[src/design/ctok_pkg.sv]
// shared types, codes and character helpers for the c source tokenizer
package ctok_pkg;

  localparam int OffsetBitsDef   = 24;
  localparam int KeywordCharsDef = 7;
  localparam int QueueDepth      = 4;
  localparam int MaxRecs         = 3;
  localparam int NumKeywords     = 10;

  // token kinds
  localparam logic [5:0] K_NEWLINE   = 6'd0;
  localparam logic [5:0] K_LPAREN    = 6'd1;
  localparam logic [5:0] K_RPAREN    = 6'd2;
  localparam logic [5:0] K_LBRACKET  = 6'd3;
  localparam logic [5:0] K_RBRACKET  = 6'd4;
  localparam logic [5:0] K_LBRACE    = 6'd5;
  localparam logic [5:0] K_RBRACE    = 6'd6;
  localparam logic [5:0] K_BACKSLASH = 6'd7;
  localparam logic [5:0] K_SEMI      = 6'd8;
  localparam logic [5:0] K_INCDEC    = 6'd9;
  localparam logic [5:0] K_ASSIGN    = 6'd10;
  localparam logic [5:0] K_OPER      = 6'd11;
  localparam logic [5:0] K_ARROW     = 6'd12;
  localparam logic [5:0] K_DOLLAR    = 6'd13;
  localparam logic [5:0] K_STAR      = 6'd14;
  localparam logic [5:0] K_AMP       = 6'd15;
  localparam logic [5:0] K_COMPARE   = 6'd16;
  localparam logic [5:0] K_LANGLE    = 6'd17;
  localparam logic [5:0] K_RANGLE    = 6'd18;
  localparam logic [5:0] K_COLON     = 6'd19;
  localparam logic [5:0] K_CHAR      = 6'd20;
  localparam logic [5:0] K_STRING    = 6'd21;
  localparam logic [5:0] K_HASH      = 6'd22;
  localparam logic [5:0] K_DHASH     = 6'd23;
  localparam logic [5:0] K_QUEST     = 6'd24;
  localparam logic [5:0] K_COMMA     = 6'd25;
  localparam logic [5:0] K_DOT       = 6'd26;
  localparam logic [5:0] K_ELLIPSIS  = 6'd27;
  localparam logic [5:0] K_EOF       = 6'd28;
  localparam logic [5:0] K_IDENT     = 6'd29;
  localparam logic [5:0] K_NUM       = 6'd30;
  localparam logic [5:0] K_KW_FIRST  = 6'd31;
  localparam logic [5:0] K_ERROR     = 6'd41;

  // error codes
  localparam logic [2:0] E_NONE    = 3'd0;
  localparam logic [2:0] E_SYMBOL  = 3'd1;
  localparam logic [2:0] E_DOTS    = 3'd2;
  localparam logic [2:0] E_COMMENT = 3'd3;
  localparam logic [2:0] E_STRING  = 3'd4;
  localparam logic [2:0] E_CHARLIT = 3'd5;

  // control characters
  localparam logic [7:0] C_NUL = 8'h00;
  localparam logic [7:0] C_TAB = 8'h09;
  localparam logic [7:0] C_LF  = 8'h0A;
  localparam logic [7:0] C_VT  = 8'h0B;
  localparam logic [7:0] C_FF  = 8'h0C;
  localparam logic [7:0] C_CR  = 8'h0D;

  typedef enum logic [22:0] {
    M_IDLE     = 23'h000001,
    M_NL_CR    = 23'h000002,
    M_NL_TAIL  = 23'h000004,
    M_PLUS     = 23'h000008,
    M_MINUS    = 23'h000010,
    M_SLASH    = 23'h000020,
    M_PCTC     = 23'h000040,
    M_BAR      = 23'h000080,
    M_STAR     = 23'h000100,
    M_AMP      = 23'h000200,
    M_ANGLE1   = 23'h000400,
    M_ANGLE2   = 23'h000800,
    M_BANG     = 23'h001000,
    M_EQ       = 23'h002000,
    M_HASH     = 23'h004000,
    M_DOT1     = 23'h008000,
    M_DOT2     = 23'h010000,
    M_IDENT    = 23'h020000,
    M_NUM      = 23'h040000,
    M_CHARLIT  = 23'h080000,
    M_STR      = 23'h100000,
    M_LCOMMENT = 23'h200000,
    M_BCOMMENT = 23'h400000
  } mode_e;

  // keyword text, first character in the most significant used byte
  localparam logic [55:0] KwText [NumKeywords] = '{
    56'("case"), 56'("default"), 56'("do"), 56'("else"), 56'("enum"),
    56'("for"), 56'("while"), 56'("if"), 56'("struct"), 56'("switch")
  };
  localparam logic [3:0] KwLen [NumKeywords] = '{
    4'd4, 4'd7, 4'd2, 4'd4, 4'd4, 4'd3, 4'd5, 4'd2, 4'd6, 4'd6
  };

  typedef struct packed {
    logic [7:0] char_code;
  } in_word_t;

  typedef struct packed {
    logic [5:0]  token_kind;
    logic [2:0]  error_code;
    logic [23:0] start_offset;
    logic [23:0] token_length;
    logic        last_of_run;
  } out_word_t;

  // words produced by one byte, toward the output queue
  typedef struct packed {
    logic [1:0]          count;
    out_word_t [MaxRecs-1:0] recs;
  } push_t;

  function automatic logic is_alpha(input logic [7:0] c);
    return (c >= "a" && c <= "z") || (c >= "A" && c <= "Z");
  endfunction

  function automatic logic is_digit(input logic [7:0] c);
    return c >= "0" && c <= "9";
  endfunction

  function automatic logic is_blank(input logic [7:0] c);
    return c == " " || c == C_TAB;
  endfunction

  function automatic logic is_word(input logic [7:0] c);
    return is_alpha(c) || is_digit(c) || c == "_";
  endfunction

  function automatic logic is_num(input logic [7:0] c);
    return is_digit(c) || (c >= "a" && c <= "f") || (c >= "A" && c <= "F") ||
           c == "l" || c == "L" || c == "u" || c == "U" || c == "x" || c == "X";
  endfunction

  function automatic logic is_exp(input logic [7:0] c);
    return c == "e" || c == "E" || c == "p" || c == "P";
  endfunction

endpackage

[src/design/ctok_word_if.sv]
// valid/ready channel carrying one word of a given payload type
interface ctok_word_if #(
  parameter type T = logic
);
  logic valid;
  logic ready;
  T     data;

  modport source (output valid, output data, input ready);
  modport sink (input valid, input data, output ready);
endinterface

[src/design/ctok_core.sv]
// lexer state registers and the per-byte token decision logic
module ctok_core #(
  parameter int OFFSET_BITS   = ctok_pkg::OffsetBitsDef,
  parameter int KEYWORD_CHARS = ctok_pkg::KeywordCharsDef
) (
  input  logic            clk_i,
  input  logic            rst_ni,
  input  logic            take_i,
  input  logic [7:0]      char_i,
  output ctok_pkg::push_t push_o
);
  import ctok_pkg::*;

  localparam int LW = OFFSET_BITS + 1;
  localparam int WB = 8 * KEYWORD_CHARS;

  mode_e            mode_q, mode_d;
  logic [OFFSET_BITS-1:0] start_q, start_d, pos_q, pos_d;
  logic [WB-1:0]    wbuf_q, wbuf_d;
  logic [3:0]       wlen_q, wlen_d;
  logic             ang_q, ang_d;
  logic [2:0]       phase_q, phase_d;

  logic [LW-1:0]    st_tok, st_pos, len_ex, len_in;
  logic [5:0]       word_kind;

  function automatic logic [23:0] sat24(input logic [LW-1:0] v);
    logic [32:0] w;
    w = 33'(v);
    return (w > 33'h0FFFFFF) ? 24'hFFFFFF : w[23:0];
  endfunction

  function automatic out_word_t mk(input logic [5:0] k, input logic [2:0] e,
                                   input logic [LW-1:0] s, input logic [LW-1:0] l);
    out_word_t r;
    r.token_kind   = k;
    r.error_code   = e;
    r.start_offset = sat24(s);
    r.token_length = sat24(l);
    r.last_of_run  = 1'b0;
    return r;
  endfunction

  assign st_tok = {1'b0, start_q};
  assign st_pos = {1'b0, pos_q};
  assign len_ex = st_pos - st_tok;
  assign len_in = len_ex + LW'(1);

  // keyword lookup over the collected identifier prefix
  always_comb begin
    logic same;
    word_kind = K_IDENT;
    for (int k = NumKeywords - 1; k >= 0; k--) begin
      same = (wlen_q == KwLen[k]);
      for (int i = 0; i < 7; i++) begin
        if (i < int'(KwLen[k]) &&
            wbuf_q[8*i +: 8] != KwText[k][8*(int'(KwLen[k])-1-i) +: 8]) begin
          same = 1'b0;
        end
      end
      if (same) word_kind = K_KW_FIRST + 6'(k);
    end
  end

  always_comb begin
    logic [7:0] c;
    logic       fresh;
    logic       eof;
    logic [1:0] n;
    logic       num, ex, sgn;
    out_word_t  recs [MaxRecs];
    c       = char_i;
    fresh   = 1'b0;
    eof     = 1'b0;
    n       = 2'd0;
    num     = is_num(c);
    ex      = is_exp(c);
    sgn     = (c == "+") || (c == "-");
    mode_d  = mode_q;
    start_d = start_q;
    wbuf_d  = wbuf_q;
    wlen_d  = wlen_q;
    ang_d   = ang_q;
    phase_d = phase_q;
    for (int r = 0; r < MaxRecs; r++) recs[r] = '0;

    if (take_i) begin
      if (mode_q == M_IDLE) begin
        fresh = 1'b1;
      end else begin
        unique case (mode_q)
          M_NL_CR: begin
            if (c == C_LF || is_blank(c)) mode_d = M_NL_TAIL;
            else begin
              recs[n] = mk(K_NEWLINE, E_NONE, st_tok, len_ex); n = n + 2'd1;
              mode_d = M_IDLE; fresh = 1'b1;
            end
          end
          M_NL_TAIL: begin
            if (!is_blank(c)) begin
              recs[n] = mk(K_NEWLINE, E_NONE, st_tok, len_ex); n = n + 2'd1;
              mode_d = M_IDLE; fresh = 1'b1;
            end
          end
          M_PLUS: begin
            mode_d = M_IDLE;
            if (c == "+") begin
              recs[n] = mk(K_INCDEC, E_NONE, st_tok, len_in); n = n + 2'd1;
            end else if (c == "=") begin
              recs[n] = mk(K_ASSIGN, E_NONE, st_tok, len_in); n = n + 2'd1;
            end else begin
              recs[n] = mk(K_OPER, E_NONE, st_tok, len_ex); n = n + 2'd1; fresh = 1'b1;
            end
          end
          M_MINUS: begin
            mode_d = M_IDLE;
            if (c == "-") begin
              recs[n] = mk(K_INCDEC, E_NONE, st_tok, len_in); n = n + 2'd1;
            end else if (c == ">") begin
              recs[n] = mk(K_ARROW, E_NONE, st_tok, len_in); n = n + 2'd1;
            end else if (c == "=") begin
              recs[n] = mk(K_ASSIGN, E_NONE, st_tok, len_in); n = n + 2'd1;
            end else begin
              recs[n] = mk(K_OPER, E_NONE, st_tok, len_ex); n = n + 2'd1; fresh = 1'b1;
            end
          end
          M_SLASH: begin
            if (c == "/") begin
              mode_d = M_LCOMMENT; phase_d = 3'd0;
            end else if (c == "*") begin
              mode_d = M_BCOMMENT; phase_d = 3'd0;
            end else if (c == "=") begin
              recs[n] = mk(K_ASSIGN, E_NONE, st_tok, len_in); n = n + 2'd1; mode_d = M_IDLE;
            end else begin
              recs[n] = mk(K_OPER, E_NONE, st_tok, len_ex); n = n + 2'd1;
              mode_d = M_IDLE; fresh = 1'b1;
            end
          end
          M_PCTC, M_BANG, M_EQ, M_STAR, M_HASH: begin
            mode_d = M_IDLE;
            if (mode_q == M_HASH && c == "#") begin
              recs[n] = mk(K_DHASH, E_NONE, st_tok, len_in); n = n + 2'd1;
            end else if (mode_q != M_HASH && c == "=") begin
              recs[n] = mk((mode_q == M_PCTC || mode_q == M_STAR) ? K_ASSIGN : K_COMPARE,
                           E_NONE, st_tok, len_in);
              n = n + 2'd1;
            end else begin
              recs[n] = mk((mode_q == M_EQ) ? K_ASSIGN : (mode_q == M_STAR) ? K_STAR :
                           (mode_q == M_HASH) ? K_HASH : K_OPER, E_NONE, st_tok, len_ex);
              n = n + 2'd1; fresh = 1'b1;
            end
          end
          M_BAR, M_AMP: begin
            mode_d = M_IDLE;
            if ((mode_q == M_BAR && c == "|") || (mode_q == M_AMP && c == "&")) begin
              recs[n] = mk(K_OPER, E_NONE, st_tok, len_in); n = n + 2'd1;
            end else if (c == "=") begin
              recs[n] = mk(K_ASSIGN, E_NONE, st_tok, len_in); n = n + 2'd1;
            end else begin
              recs[n] = mk((mode_q == M_AMP) ? K_AMP : K_OPER, E_NONE, st_tok, len_ex);
              n = n + 2'd1; fresh = 1'b1;
            end
          end
          M_ANGLE1: begin
            if (c == "=") begin
              recs[n] = mk(K_COMPARE, E_NONE, st_tok, len_in); n = n + 2'd1; mode_d = M_IDLE;
            end else if (c == (ang_q ? 8'("<") : 8'(">"))) begin
              mode_d = M_ANGLE2;
            end else begin
              recs[n] = mk(ang_q ? K_LANGLE : K_RANGLE, E_NONE, st_tok, len_ex);
              n = n + 2'd1; mode_d = M_IDLE; fresh = 1'b1;
            end
          end
          M_ANGLE2: begin
            mode_d = M_IDLE;
            if (c == "=") begin
              recs[n] = mk(K_ASSIGN, E_NONE, st_tok, len_in); n = n + 2'd1;
            end else begin
              recs[n] = mk(K_OPER, E_NONE, st_tok, len_ex); n = n + 2'd1; fresh = 1'b1;
            end
          end
          M_DOT1: begin
            if (c == ".") mode_d = M_DOT2;
            else begin
              recs[n] = mk(K_DOT, E_NONE, st_tok, len_ex); n = n + 2'd1;
              mode_d = M_IDLE; fresh = 1'b1;
            end
          end
          M_DOT2: begin
            mode_d = M_IDLE;
            if (c == ".") begin
              recs[n] = mk(K_ELLIPSIS, E_NONE, st_tok, len_in); n = n + 2'd1;
            end else begin
              recs[n] = mk(K_ERROR, E_DOTS, st_tok, len_ex); n = n + 2'd1;
              recs[n] = mk(K_DOT, E_NONE, st_tok, len_ex); n = n + 2'd1;
              fresh = 1'b1;
            end
          end
          M_IDENT: begin
            if (is_word(c)) begin
              if (wlen_q < 4'(KEYWORD_CHARS)) begin
                for (int i = 0; i < KEYWORD_CHARS; i++) begin
                  if (wlen_q == 4'(i)) wbuf_d[8*i +: 8] = c;
                end
                wlen_d = wlen_q + 4'd1;
              end else begin
                wlen_d = 4'(KEYWORD_CHARS + 1);
              end
            end else begin
              recs[n] = mk(word_kind, E_NONE, st_tok, len_ex); n = n + 2'd1;
              mode_d = M_IDLE; fresh = 1'b1;
            end
          end
          M_NUM: begin
            logic cont;
            cont = 1'b1;
            priority case (phase_q)
              3'd0: begin
                if (c == ".") phase_d = 3'd1;
                else if (ex) phase_d = 3'd2;
                else if (!num) cont = 1'b0;
              end
              3'd1: begin
                if (ex) phase_d = 3'd3;
                else if (!num) cont = 1'b0;
              end
              3'd2: begin
                if (sgn) phase_d = 3'd4;
                else if (c == ".") phase_d = 3'd1;
                else if (ex) phase_d = 3'd2;
                else if (num) phase_d = 3'd0;
                else cont = 1'b0;
              end
              3'd3: begin
                if (sgn) phase_d = 3'd4;
                else if (ex) phase_d = 3'd3;
                else if (num) phase_d = 3'd1;
                else cont = 1'b0;
              end
              default: begin
                if (!num) cont = 1'b0;
              end
            endcase
            if (!cont) begin
              recs[n] = mk(K_NUM, E_NONE, st_tok, len_ex); n = n + 2'd1;
              mode_d = M_IDLE; fresh = 1'b1;
            end
          end
          M_CHARLIT: begin
            if (c == C_NUL) begin
              recs[n] = mk(K_ERROR, E_CHARLIT, st_tok, len_ex); n = n + 2'd1;
              recs[n] = mk(K_CHAR, E_NONE, st_tok, len_ex); n = n + 2'd1;
              mode_d = M_IDLE; fresh = 1'b1;
            end else if (phase_q == 3'd0) begin
              phase_d = (c == "\\") ? 3'd1 : 3'd2;
            end else if (phase_q == 3'd1) begin
              phase_d = 3'd2;
            end else begin
              if (c != "'") begin
                recs[n] = mk(K_ERROR, E_CHARLIT, st_tok, len_in); n = n + 2'd1;
              end
              recs[n] = mk(K_CHAR, E_NONE, st_tok, len_in); n = n + 2'd1;
              mode_d = M_IDLE;
            end
          end
          M_STR: begin
            if (c == C_NUL) begin
              recs[n] = mk(K_ERROR, E_STRING, st_tok, len_ex); n = n + 2'd1;
              recs[n] = mk(K_STRING, E_NONE, st_tok, len_ex); n = n + 2'd1;
              mode_d = M_IDLE; fresh = 1'b1;
            end else if (phase_q != 3'd0) begin
              phase_d = 3'd0;
            end else if (c == "\\") begin
              phase_d = 3'd1;
            end else if (c == "\"") begin
              recs[n] = mk(K_STRING, E_NONE, st_tok, len_in); n = n + 2'd1;
              mode_d = M_IDLE;
            end
          end
          M_LCOMMENT: begin
            if (c == C_NUL) begin
              mode_d = M_IDLE; fresh = 1'b1;
            end else if (c == C_LF) begin
              // backslash continuation keeps the comment open
              if (phase_q != 3'd0) phase_d = 3'd0;
              else begin
                mode_d = M_IDLE; fresh = 1'b1;
              end
            end else if (c == "\\") begin
              phase_d = 3'd1;
            end else if (!(is_blank(c) || c == C_CR || c == C_VT || c == C_FF)) begin
              phase_d = 3'd0;
            end
          end
          M_BCOMMENT: begin
            if (c == C_NUL) begin
              recs[n] = mk(K_ERROR, E_COMMENT, st_tok, len_ex); n = n + 2'd1;
              mode_d = M_IDLE; fresh = 1'b1;
            end else if (c == "*") begin
              phase_d = 3'd1;
            end else if (c == "/" && phase_q != 3'd0) begin
              mode_d = M_IDLE;
            end else begin
              phase_d = 3'd0;
            end
          end
          default: begin
            mode_d = M_IDLE; fresh = 1'b1;
          end
        endcase
      end

      if (fresh) begin
        unique case (c)
          " ", C_TAB: ;
          C_CR: begin mode_d = M_NL_CR; start_d = pos_q; phase_d = 3'd0; end
          C_LF: begin mode_d = M_NL_TAIL; start_d = pos_q; phase_d = 3'd0; end
          "(": begin recs[n] = mk(K_LPAREN, E_NONE, st_pos, LW'(1)); n = n + 2'd1; end
          ")": begin recs[n] = mk(K_RPAREN, E_NONE, st_pos, LW'(1)); n = n + 2'd1; end
          "[": begin recs[n] = mk(K_LBRACKET, E_NONE, st_pos, LW'(1)); n = n + 2'd1; end
          "]": begin recs[n] = mk(K_RBRACKET, E_NONE, st_pos, LW'(1)); n = n + 2'd1; end
          "{": begin recs[n] = mk(K_LBRACE, E_NONE, st_pos, LW'(1)); n = n + 2'd1; end
          "}": begin recs[n] = mk(K_RBRACE, E_NONE, st_pos, LW'(1)); n = n + 2'd1; end
          "\\": begin recs[n] = mk(K_BACKSLASH, E_NONE, st_pos, LW'(1)); n = n + 2'd1; end
          ";": begin recs[n] = mk(K_SEMI, E_NONE, st_pos, LW'(1)); n = n + 2'd1; end
          "~": begin recs[n] = mk(K_OPER, E_NONE, st_pos, LW'(1)); n = n + 2'd1; end
          "$": begin recs[n] = mk(K_DOLLAR, E_NONE, st_pos, LW'(1)); n = n + 2'd1; end
          ":": begin recs[n] = mk(K_COLON, E_NONE, st_pos, LW'(1)); n = n + 2'd1; end
          "?": begin recs[n] = mk(K_QUEST, E_NONE, st_pos, LW'(1)); n = n + 2'd1; end
          ",": begin recs[n] = mk(K_COMMA, E_NONE, st_pos, LW'(1)); n = n + 2'd1; end
          "+": begin mode_d = M_PLUS; start_d = pos_q; phase_d = 3'd0; end
          "-": begin mode_d = M_MINUS; start_d = pos_q; phase_d = 3'd0; end
          "/": begin mode_d = M_SLASH; start_d = pos_q; phase_d = 3'd0; end
          "%", "^": begin mode_d = M_PCTC; start_d = pos_q; phase_d = 3'd0; end
          "|": begin mode_d = M_BAR; start_d = pos_q; phase_d = 3'd0; end
          "*": begin mode_d = M_STAR; start_d = pos_q; phase_d = 3'd0; end
          "&": begin mode_d = M_AMP; start_d = pos_q; phase_d = 3'd0; end
          "<", ">": begin
            mode_d = M_ANGLE1; start_d = pos_q; phase_d = 3'd0; ang_d = (c == "<");
          end
          "!": begin mode_d = M_BANG; start_d = pos_q; phase_d = 3'd0; end
          "=": begin mode_d = M_EQ; start_d = pos_q; phase_d = 3'd0; end
          "#": begin mode_d = M_HASH; start_d = pos_q; phase_d = 3'd0; end
          ".": begin mode_d = M_DOT1; start_d = pos_q; phase_d = 3'd0; end
          "'": begin mode_d = M_CHARLIT; start_d = pos_q; phase_d = 3'd0; end
          "\"": begin mode_d = M_STR; start_d = pos_q; phase_d = 3'd0; end
          C_NUL: begin
            recs[n] = mk(K_EOF, E_NONE, st_pos, LW'(0)); n = n + 2'd1;
            eof = 1'b1;
          end
          default: begin
            if (is_alpha(c) || c == "_") begin
              mode_d  = M_IDENT; start_d = pos_q; phase_d = 3'd0;
              wbuf_d  = WB'(c);
              wlen_d  = 4'd1;
            end else if (is_digit(c)) begin
              mode_d = M_NUM; start_d = pos_q; phase_d = 3'd0;
            end else begin
              recs[n] = mk(K_ERROR, E_SYMBOL, st_pos, LW'(1)); n = n + 2'd1;
            end
          end
        endcase
      end

      if (eof) begin
        mode_d  = M_IDLE;
        start_d = '0;
        pos_d   = '0;
        wbuf_d  = '0;
        wlen_d  = '0;
        ang_d   = 1'b0;
        phase_d = '0;
      end else begin
        pos_d = (pos_q != '1) ? pos_q + OFFSET_BITS'(1) : pos_q;
      end
    end else begin
      pos_d = pos_q;
    end

    for (int r = 0; r < MaxRecs; r++) begin
      recs[r].last_of_run = (2'(r) == n - 2'd1);
      push_o.recs[r] = recs[r];
    end
    push_o.count = n;
  end

  always_ff @(posedge clk_i or negedge rst_ni) begin
    if (!rst_ni) begin
      mode_q  <= M_IDLE;
      start_q <= '0;
      pos_q   <= '0;
      wbuf_q  <= '0;
      wlen_q  <= '0;
      ang_q   <= 1'b0;
      phase_q <= '0;
    end else begin
      mode_q  <= mode_d;
      start_q <= start_d;
      pos_q   <= pos_d;
      wbuf_q  <= wbuf_d;
      wlen_q  <= wlen_d;
      ang_q   <= ang_d;
      phase_q <= phase_d;
    end
  end

endmodule

[src/design/ctok_queue.sv]
// small output queue taking up to three words per cycle and giving one
module ctok_queue (
  input  logic                clk_i,
  input  logic                rst_ni,
  input  ctok_pkg::push_t     push_i,
  input  logic                pop_i,
  output logic                valid_o,
  output ctok_pkg::out_word_t head_o,
  output logic                room_o
);
  import ctok_pkg::*;

  localparam int PW = $clog2(QueueDepth);

  out_word_t       mem_q [QueueDepth];
  logic [PW-1:0]   wp_q, rp_q;
  logic [PW:0]     cnt_q, cnt_d;

  assign valid_o = (cnt_q != '0);
  assign head_o  = mem_q[rp_q];
  // room for the largest burst one byte can cause
  assign room_o  = (cnt_q <= (PW+1)'(QueueDepth - MaxRecs));
  assign cnt_d   = cnt_q - (PW+1)'(pop_i && valid_o) + (PW+1)'(push_i.count);

  always_ff @(posedge clk_i) begin
    for (int k = 0; k < MaxRecs; k++) begin
      if (2'(k) < push_i.count) mem_q[wp_q + PW'(k)] <= push_i.recs[k];
    end
  end

  always_ff @(posedge clk_i or negedge rst_ni) begin
    if (!rst_ni) begin
      wp_q  <= '0;
      rp_q  <= '0;
      cnt_q <= '0;
    end else begin
      wp_q  <= wp_q + PW'(push_i.count);
      if (pop_i && valid_o) rp_q <= rp_q + PW'(1);
      cnt_q <= cnt_d;
    end
  end

endmodule

[src/design/c_source_tokenizer_top.sv]
// top level of the c source tokenizer: byte in, token words out
// latency: a token word is in the output queue the cycle after the byte that completes it
// throughput: one byte per cycle while the output side takes one word per cycle
// a byte producing two or three words stalls input until the queue holds
// at most one word again
// reset: asynchronous active low, lexer idle at offset zero, output queue empty
module c_source_tokenizer_top #(
  parameter int OFFSET_BITS   = ctok_pkg::OffsetBitsDef,
  parameter int KEYWORD_CHARS = ctok_pkg::KeywordCharsDef
) (
  input  logic       clk_i,
  input  logic       rst_ni,
  ctok_word_if.sink   in_i,
  ctok_word_if.source out_o
);
  import ctok_pkg::*;

  push_t     push;
  logic      room;
  logic      take;
  out_word_t head;

  // input is taken whenever the queue can absorb a full burst
  assign in_i.ready = room;
  assign take       = in_i.valid && room;

  // lexer: state registers plus the decision logic for one byte
  ctok_core #(
    .OFFSET_BITS  (OFFSET_BITS),
    .KEYWORD_CHARS(KEYWORD_CHARS)
  ) u_core (
    .clk_i (clk_i),
    .rst_ni(rst_ni),
    .take_i(take),
    .char_i(in_i.data.char_code),
    .push_o(push)
  );

  // output queue parts the two handshakes
  ctok_queue u_queue (
    .clk_i  (clk_i),
    .rst_ni (rst_ni),
    .push_i (push),
    .pop_i  (out_o.ready),
    .valid_o(out_o.valid),
    .head_o (head),
    .room_o (room)
  );

  assign out_o.data = head;

endmodule

[src/flat_wrapper.sv]
// flat-port wrapper written by rule: the top's interface ports become plain ports
module c_source_tokenizer_top_flat import ctok_pkg::*;
#(
  parameter int OFFSET_BITS   = ctok_pkg::OffsetBitsDef,
  parameter int KEYWORD_CHARS = ctok_pkg::KeywordCharsDef
)
  (clk_i, rst_ni, in_i_valid, in_i_data, in_i_ready, out_o_valid, out_o_data, out_o_ready);
  ctok_word_if #(.T(in_word_t)) in_i_i ();
  ctok_word_if #(.T(out_word_t)) out_o_i ();
  input  logic clk_i;
  input  logic rst_ni;
  input wire logic [$bits(in_i_i.valid)-1:0] in_i_valid;
  input wire logic [$bits(in_i_i.data)-1:0] in_i_data;
  output wire logic [$bits(in_i_i.ready)-1:0] in_i_ready;
  output wire logic [$bits(out_o_i.valid)-1:0] out_o_valid;
  output wire logic [$bits(out_o_i.data)-1:0] out_o_data;
  input wire logic [$bits(out_o_i.ready)-1:0] out_o_ready;
  assign in_i_i.valid = in_i_valid;
  assign in_i_i.data = in_i_data;
  assign in_i_ready = in_i_i.ready;
  assign out_o_valid = out_o_i.valid;
  assign out_o_data = out_o_i.data;
  assign out_o_i.ready = out_o_ready;
  c_source_tokenizer_top #(.OFFSET_BITS(OFFSET_BITS), .KEYWORD_CHARS(KEYWORD_CHARS)) u_core (.clk_i(clk_i), .rst_ni(rst_ni), .in_i(in_i_i), .out_o(out_o_i));
endmodule
[config.mk]
export PLATFORM = sky130hd
export DESIGN_NAME = c_source_tokenizer_top_flat
export DESIGN_NICKNAME = d
export VERILOG_FILES = /design/src/design/ctok_pkg.sv /design/src/design/ctok_word_if.sv /design/src/design/ctok_core.sv /design/src/design/ctok_queue.sv /design/src/design/c_source_tokenizer_top.sv /design/src/flat_wrapper.sv
export SDC_FILE = /design/constraint.sdc
export NUM_CORES = 1
export LEC_CHECK = 0
export BUFFER_PORTS_ARGS = -buffer_cell sky130_fd_sc_hd__clkbuf_2
export CAP_MARGIN = 10
export CORE_ASPECT_RATIO = 0.7
export CORE_MARGIN = 2
export CORE_UTILIZATION = 50
export DETAILED_ROUTE_END_ITERATION = 6
export PLACE_DENSITY = 0.68
export SETUP_SLACK_MARGIN = 0.3
export SYNTH_ARGS = -nofsm -noshare
export SYNTH_HDL_FRONTEND = slang
export SYNTH_SLANG_ARGS = --single-unit
export TNS_END_PERCENT = 20
[constraint.sdc]
create_clock -name clk_i -period 10.9 [get_ports clk_i]
set_input_delay 0.545 -clock clk_i [delete_from_list [all_inputs] [get_ports clk_i]]
set_output_delay 0.545 -clock clk_i [all_outputs]
set_load 0.01 [all_outputs]
==> flow_summary_export.csv, run 1 <==
group,metric,value,unit
outcome,outcome,"complete, but fails checks",
outcome,violated_checks,"hold timing",
clocking,cts_inserted_buffers,40,
finish,design.final.nets,2962,
critical_path,critical_path.endpoint_type,"flop",
finish,post_route_cells_drive_above_1_share,0.120,
routing,num_vias,26212,
yosys,synthDominantCellAreaShare,0.264,
sta,timing.slew.headroom,0.159,
routing,detail_route.iter0.violations,4300,
clocking,cts_max_level,2,
clocking,cts_setup_buffers,0,
sta,final_period_minus_worst_setup_slack,6.90,ns
power_and_ir_drop,switching_share,0.471,
power_and_ir_drop,post-layout-total-power,7.14,mW
power_and_ir_drop,power_per_cell_area,249,nW/um^2
sta,tns,0,ns
finish,antennaDiodeCount,0,
yosys,muxShareOfSynthArea,0.0519,
worst_hold_path,timing.hold.worst.class,"in2async",
floorplan,horizontal_extent_of_the_die,279,um
critical_path,setup.reg_to_reg.worst_slack,4.00,ns
sta,timing.clock.skew,0.0269,ns
routing,post_drt_via_cell_ratio,7.23,
clocking,cts_tree,"yes",
critical_path,wp_data_required,11.12,ns
yosys,synth_compound_gate_area_share,0.242,
yosys,synth_seq_cells,374,
yosys,post_synth_most_frequent_cells,"374 x sky130_fd_sc_hd__nand2_1, 298 x sky130_fd_sc_hd__nor2_1, 232 x sky130_fd_sc_hd__edfxtp_1, 226 x sky130_fd_sc_hd__a21oi_1, 184 x sky130_fd_sc_hd__o21ai_0",
finish,final_util,0.549,
yosys,combinational_family_with_the_most_area_after_synthesis,"compound AO/OA/AOI/OAI gates",
critical_path,critPathMaxFanout,35,
routing,antenna_violating_nets_post_route,0,
clocking,cts.repair.resized,0,
clocking,clkSlewWorstSetupHoldPaths,0.07,ns
yosys,synthArstFlopShare,0.380,
floorplan,die-height,196,um
clocking,ctsHoldBuffers,0,
routing,drc_violations_left,0,
critical_path,kind_of_start_point_of_the_critical_path,"flop",
routing,avgRoutedWirePerCell,28.8,um
yosys,synth_simple_gate_area_share,0.228,
power_and_ir_drop,power.clock.fraction,0.213,
power_and_ir_drop,internal-power,3.77,mW
place,placedInstanceArea,27200,um^2
yosys,synth_enable_flop_cells,232,
clocking,cts-root-buf,"sky130_fd_sc_hd__clkbuf_16",
yosys,synth_flop_cell,"sky130_fd_sc_hd__edfxtp_1",
finish,post-route-cell-area,28700,um^2
floorplan,placeableCoreArea,52200,um^2
yosys,synth.yosys.seq_area_share,0.399,
power_and_ir_drop,leakage,10.5,nW
global_routing,wire_length_of_the_first_global_routing_pass,154000,um
yosys,synthDominantAreaCellType,"sky130_fd_sc_hd__edfxtp_1",
clocking,clockBufferDepth,3,
clocking,insertion_delay,0.60,ns
flow_run,max_cap_viol_count,0,
sta,achievable-frequency,145,MHz
sta,rsz0062_at_grt,"no",
yosys,synth-warning-count,0,
sta,setup-violations-final,0,
place,finalWeightedCongestion,1.05,
sta,setup_ws,4.00,ns
place,detailedPlacementHpwl,74500,um
yosys,syn_area,26400,um^2
global_routing,first_global_vias,23598,
yosys,yosys.cell_types.count,116,
yosys,synthMostInstantiatedCell,"sky130_fd_sc_hd__nand2_1",
floorplan,initial_utilization,0.505,
global_routing,grt.total_usage,0.374,
floorplan,row_count,70,
critical_path,arrival,7.12,ns
global_routing,largest_net_degree_at_the_start_of_global_routing,76,
yosys,postSynthCellCount,2951,
sta,post_route_clock_period_utilization,0.633,
critical_path,critPathKind,"reg2reg",
power_and_ir_drop,power.combinational.fraction,0.529,
global_routing,overflow,0,
yosys,syn_avg_cell_area,8.94,um^2
power_and_ir_drop,share_of_total_power_in_sequential_cells,0.258,
floorplan,top_level_ports,72,
yosys,synth.net_count,3003,
sta,final_hold_viol_count,15,
power_and_ir_drop,netSwitchingPower,3.37,mW
place,port_buffers,71,
yosys,synth.top_cells.by_area,"sky130_fd_sc_hd__edfxtp_1 26%, sky130_fd_sc_hd__dfrtp_1 13%, sky130_fd_sc_hd__nand2_1 5.3%",
clocking,cts_sinks,374,
place,pre_cts_ws,4.24,ns
finish,area_growth_from_synthesis_to_layout,8.67,%
power_and_ir_drop,max-vdd-ir-drop,0.157,mV
sta,maxSlewViolCount,0,
sta,whs,-0.0213,ns
routing,firstDrtPassIters,7,
sta,worstMarginPinSlew,1.26,ns
global_routing,antenna_violations_before_repair,1,
yosys,synthAdderAreaFrac,0.0203,
floorplan,design.die.area,54600,um^2
routing,drt-total-wl,104000,um
finish,layout.filler_cells,4664,
yosys,synth_xor_area_frac,0.0169,
[kinds of logic after synthesis]
kind of cell	after synthesis
AOI/OAI and AO/OA	945
and+or+nand+nor	1209
adders and majority gates	42
buffers and inverters	267
xor gates and xnor gates	50
DFF	374
muxes	64
[metal layers]
layer | GRT usage | vias up | routed length (um)
met3 | 0.195 | 230 | 20300
met5 | 0 | - | 13
li1 | - | 11144 | -
met4 | 0.0721 | 2 | 2060
met2 | 0.480 | 2132 | 39300
met1 | 0.553 | 12704 | 42800
[flip-flops by register name (all words and copies together) (netlist names), 3 cells and up]
register               flops
u_core.u_core.phase_q      3
u_core.u_core.wlen_q       4
u_core.u_core.mode_q      23
u_core.u_core.start_q     24
u_core.u_queue.cnt_q       3
u_core.u_core.wbuf_q      56
u_core.u_queue.mem_q     232
u_core.u_core.pos_q       24
[power by group through the flow]
| stage | logic [mW] | clock network (mW) | registers, mW |
|---|---|---|---|
| floorplan | 2.51 | 0 | 1.80 |
| global placement | 3.56 | 0 | 1.85 |
| detailed placement | 3.59 | 0 | 1.86 |
| CTS | 3.61 | 1.53 | 1.83 |
| global route | 3.95 | 1.58 | 1.85 |
| finish | 3.78 | 1.52 | 1.84 |
[worst paths after layout]
check | from | endpoint | cells after the start
setup / recovery | u_core.u_core.mode_q[17] | u_core.u_queue.mem_q[2][29] | 15
hold / removal | rst_ni | u_core.u_core.mode_q[10] | 1
setup reg to reg | u_core.u_core.mode_q[17] | u_core.u_queue.mem_q[2][29] | 15
hold reg to reg | u_core.u_core.wbuf_q[39] | u_core.u_core.wbuf_q[39] | 1
max in group asynchronous | rst_ni | u_core.u_queue.rp_q[0] | 2
min in group clk_i | out_o_ready | u_core.u_queue.rp_q[0] | 3
[critical path, cell delays in order (launching register included)]
cell and delay, ns:
sky130_fd_sc_hd__dfrtp_1 0.51, sky130_fd_sc_hd__nor2_1 0.52, sky130_fd_sc_hd__nand4_2 0.25, sky130_fd_sc_hd__or4_1 0.73, sky130_fd_sc_hd__nor3_4 0.61, sky130_fd_sc_hd__o21ai_1 0.26, sky130_fd_sc_hd__nand2_1 0.12, sky130_fd_sc_hd__buf_4 0.44
sky130_fd_sc_hd__inv_2 0.15, sky130_fd_sc_hd__ha_1 0.36, sky130_fd_sc_hd__nor3_1 0.11, sky130_fd_sc_hd__a21o_1 0.33, sky130_fd_sc_hd__nor2_1 0.36, sky130_fd_sc_hd__o21ai_0 0.24, sky130_fd_sc_hd__a21oi_4 0.83, sky130_fd_sc_hd__buf_4 0.65
[metrics by stage]
step	hold WS, ns	instances
2_1_floorplan	0.249	2951
3_3_place_gp	0.462	3547
3_5_place_dp	0.463	3549
4_1_cts	0.0274	3622
5_1_grt	0.0462	3625
6_report	-0.0213	3625
[layout make-up]
cell class / count / area (um^2) / share of cell area
Multi-Input combinational cell: 2310 / 14800 / 0.517
Sequential cell: 374 / 10500 / 0.367
Clock buffer: 54 / 1120 / 0.0392
Tap cell: 684 / 856 / 0.0299
Timing Repair Buffer: 129 / 821 / 0.0286
Clock inverter: 19 / 308 / 0.0107
Inverter: 55 / 206 / 0.00720
[placed cells by master, fill, tap and decap left out, types with 9 or more instances in the layout]
master,synthesis,final
sky130_fd_sc_hd__a211oi_1,23,22
sky130_fd_sc_hd__a21o_1,21,21
sky130_fd_sc_hd__a21oi_1,226,225
sky130_fd_sc_hd__a221o_1,10,10
sky130_fd_sc_hd__a221oi_1,75,75
sky130_fd_sc_hd__a22o_1,58,58
sky130_fd_sc_hd__a22oi_1,17,17
sky130_fd_sc_hd__a31oi_1,31,31
sky130_fd_sc_hd__a32oi_1,9,9
sky130_fd_sc_hd__and2_1,38,37
sky130_fd_sc_hd__and3_1,34,34
sky130_fd_sc_hd__buf_4,1,53
sky130_fd_sc_hd__clkbuf_16,0,41
sky130_fd_sc_hd__clkbuf_2,4,70
sky130_fd_sc_hd__dfrtp_1,141,139
sky130_fd_sc_hd__edfxtp_1,232,232
sky130_fd_sc_hd__ha_1,38,38
sky130_fd_sc_hd__inv_1,54,53
sky130_fd_sc_hd__mux4_2,58,58
sky130_fd_sc_hd__nand2_1,374,373
sky130_fd_sc_hd__nand2b_1,51,51
sky130_fd_sc_hd__nand3_1,102,102
sky130_fd_sc_hd__nand3b_1,17,17
sky130_fd_sc_hd__nand4_1,37,37
sky130_fd_sc_hd__nor2_1,298,294
sky130_fd_sc_hd__nor2b_1,48,48
sky130_fd_sc_hd__nor3_1,59,58
sky130_fd_sc_hd__nor3b_1,9,9
sky130_fd_sc_hd__nor4_1,29,29
sky130_fd_sc_hd__o211ai_1,13,13
sky130_fd_sc_hd__o21a_1,34,34
sky130_fd_sc_hd__o21ai_0,184,182
sky130_fd_sc_hd__o21ai_1,16,15
sky130_fd_sc_hd__o221ai_1,21,21
sky130_fd_sc_hd__o22ai_1,94,94
sky130_fd_sc_hd__o31ai_1,19,18
sky130_fd_sc_hd__or2_2,12,12
sky130_fd_sc_hd__or3_1,22,21
sky130_fd_sc_hd__xnor2_1,31,31
sky130_fd_sc_hd__xor2_1,18,18
Power figures use the tool's default switching activity.
==> inputs of run 2 (changes only) <==
==> constraint.sdc (replaced) <==
create_clock -name clk_i -period 6.55 [get_ports clk_i]
set_input_delay 0.3275 -clock clk_i [delete_from_list [all_inputs] [get_ports clk_i]]
set_output_delay 0.3275 -clock clk_i [all_outputs]
set_load 0.01 [all_outputs]
==> flow_summary_export.csv, run 2 (synthesis gave the netlist of run 1 again) <==
group,metric,value,unit
sta,final_hold_viol_count,0,
global_routing,grt.met2_usage,0.504,
place,placedInstanceArea,27700,um^2
floorplan,die-height,196,um
power_and_ir_drop,power_per_cell_area,409,nW/um^2
sta,setup-violations-final,0,
clocking,insertion_delay,0.62,ns
critical_path,wp_data_required,6.83,ns
power_and_ir_drop,share_of_total_power_in_sequential_cells,0.259,
finish,post-route-cell-area,29100,um^2
sta,post_route_clock_period_utilization,0.941,
finish,biggestRegsByFlops,"u_core.u_queue.mem_q: 232 flops, u_core.u_core.wbuf_q: 56 flops",
critical_path,critical_path.cell_chain,"inv_1 -> ha_1 -> fa_1 -> nand2b_2 -> a211oi_4 -> o21ai_1 -> a221oi_1 -> nand2_1 -> nand4b_1 -> nor3_1 -> a21o_1 -> and2_1 -> o21ai_0 -> a311oi_1 -> o22ai_1",
routing,post_drt_via_cell_ratio,7.12,
power_and_ir_drop,power.combinational.fraction,0.543,
place,dp_cells,3619,
power_and_ir_drop,netSwitchingPower,5.71,mW
sta,timing.slew.headroom,0.138,
finish,post_route_cells_drive_above_1_share,0.141,
critical_path,arrival,6.44,ns
power_and_ir_drop,internal-power,6.19,mW
finish,area_growth_from_synthesis_to_layout,10.4,%
routing,drc_violations_left,0,
place,port_buffers,71,
finish,design.final.nets,3030,
clocking,cts_sinks,374,
power_and_ir_drop,power.clock.fraction,0.198,
clocking,cts-root-buf,"sky130_fd_sc_hd__clkbuf_16",
global_routing,grt.busiest_layer,"met1",
floorplan,placeableCoreArea,52200,um^2
critical_path,worst_path_max_delay_cell,"sky130_fd_sc_hd__a311oi_1",
finish,layout.filler_cells,4701,
routing,num_vias,26309,
global_routing,groute.layer.met1.usage,0.592,
critical_path,critPathKind,"reg2reg",
sta,maxSlewViolCount,0,
finish,most_common_cell_after_layout_fill_and_taps_aside,"sky130_fd_sc_hd__nand2_1",
critical_path,worst_path_largest_cell_delay,0.94,ns
clocking,clkSlewWorstSetupHoldPaths,0.07,ns
routing,antenna_violating_nets_post_route,0,
global_routing,grt.total_usage,0.393,
sta,rsz0062_at_grt,"yes",
clocking,cts_setup_buffers,0,
critical_path,critical_path.n_buffers_inverters,1,
place,detailedPlacementHpwl,79400,um
finish,most-common-layout-cells,"372 x sky130_fd_sc_hd__nand2_1, 294 x sky130_fd_sc_hd__nor2_1, 232 x sky130_fd_sc_hd__edfxtp_1",
routing,detail_route.iter0.violations,4450,
power_and_ir_drop,switching_share,0.479,
global_routing,overflow,0,
floorplan,row_count,70,
sta,timing.clock.skew,0.0419,ns
sta,final_period_minus_worst_setup_slack,6.16,ns
flow_run,max_cap_viol_count,0,
global_routing,antenna_violations_before_repair,1,
clocking,clockBufferDepth,3,
global_routing,first_global_vias,23783,
finish,largest_register_ffs,232,
floorplan,initial_utilization,0.505,
worst_hold_path,timing.hold.worst.class,"in2reg",
finish,post_layout_nonfiller_instances,3694,
clocking,cts_max_level,2,
place,finalWeightedCongestion,1.04,
routing,drt-total-wl,109000,um
sta,tns,0,ns
critical_path,family_of_cells_with_the_greatest_summed_delay_on_the_critical_path,"compound AO/OA/AOI/OAI gates",
outcome,outcome,"finished, final reports clean",
power_and_ir_drop,max-vdd-ir-drop,0.567,mV
routing,avgRoutedWirePerCell,29.5,um
floorplan,horizontal_extent_of_the_die,279,um
critical_path,critical_path.endpoint_type,"flop",
floorplan,top_level_ports,72,
global_routing,largest_net_degree_at_the_start_of_global_routing,85,
finish,antennaDiodeCount,0,
power_and_ir_drop,leakage,10.7,nW
sta,worstMarginPinSlew,1.29,ns
sta,achievable-frequency,162,MHz
finish,regMostFlops,"u_core.u_queue.mem_q",
routing,firstDrtPassIters,7,
global_routing,grt_util_met3,0.184,
critical_path,critPathMaxFanout,11,
clocking,cts_tree,"yes",
critical_path,kind_of_start_point_of_the_critical_path,"flop",
floorplan,design.die.area,54600,um^2
clocking,cts_inserted_buffers,40,
global_routing,wire_length_of_the_first_global_routing_pass,161000,um
-- run 2: final cells by class --
cell class,count,area (um^2),share of cell area
multi-input cells,2310,14800,0.509
repair buffers,197,1360,0.0467
flip-flops and latches,374,10500,0.362
inverters,55,206,0.00709
well taps,684,856,0.0294
clock buffers,48,1060,0.0365
clock inverters,26,274,0.00941
-- run 2: per-layer routing --
| metal | vias up | wire length, um |
|---|---|---|
| met3 | 204 | 19900 |
| met4 | 0 | 2200 |
| met2 | 2103 | 41300 |
| met1 | 12723 | 45600 |
| li1 | 11279 | - |
| met5 | - | 0 |
-- run 2: path summary, 6_finish.rpt --
path / from / end / slack, ns / cells past startpoint
setup / recovery: u_core.u_core.pos_q[0] / u_core.u_queue.mem_q[1][17] / 0.39 / 15
setup reg to reg: u_core.u_core.pos_q[0] / u_core.u_queue.mem_q[1][17] / 0.39 / 15
hold / removal: out_o_ready / u_core.u_queue.rp_q[0] / 0.11 / 3
max in group asynchronous: rst_ni / u_core.u_queue.rp_q[0] / 4.81 / 3
min in group asynchronous: rst_ni / u_core.u_core.mode_q[17] / 0.37 / 2
hold reg to reg: u_core.u_core.wbuf_q[15] / u_core.u_core.wbuf_q[15] / 0.49 / 1
-- run 2: timing repair --
action | in CTS | in global routing
hold buffers | 1 | 0
endpoints found under the setup margin | 0 | 43
gates resized for setup | 0 | 5
hold endpoints to repair | 82 | 0
-- run 2: worst min-delay path: cells and delay by family --
family,cells,cell delay (ns)
buffers and inverters,1,0.08
XOR/XNOR,1,0.08
AND/OR/NAND/NOR,1,0.17
-- run 2: power by group through the flow --
stage                     sequential, mW  clock (mW)  combinational (mW)
after floorplan                     2.99           0                4.17
after global placement              3.10           0                6.24
after detailed placement            3.12           0                6.22
after CTS                           3.07        2.37                6.26
after global routing                3.11        2.45                6.81
final                               3.08        2.36                6.46
-- run 2: through the flow --
step	setup slack (ns)	utilization	hold slack (ns)	power [mW]
final	0.388	0.558	0.106	11.9
after global routing	0.0820	0.558	0.126	12.4
after CTS	0.387	0.557	0.0925	11.7
after detailed placement	0.393	0.532	0.461	9.34
after global placement	0.533	0.532	0.451	9.34
after floorplan	0.745	-	0.0319	7.16
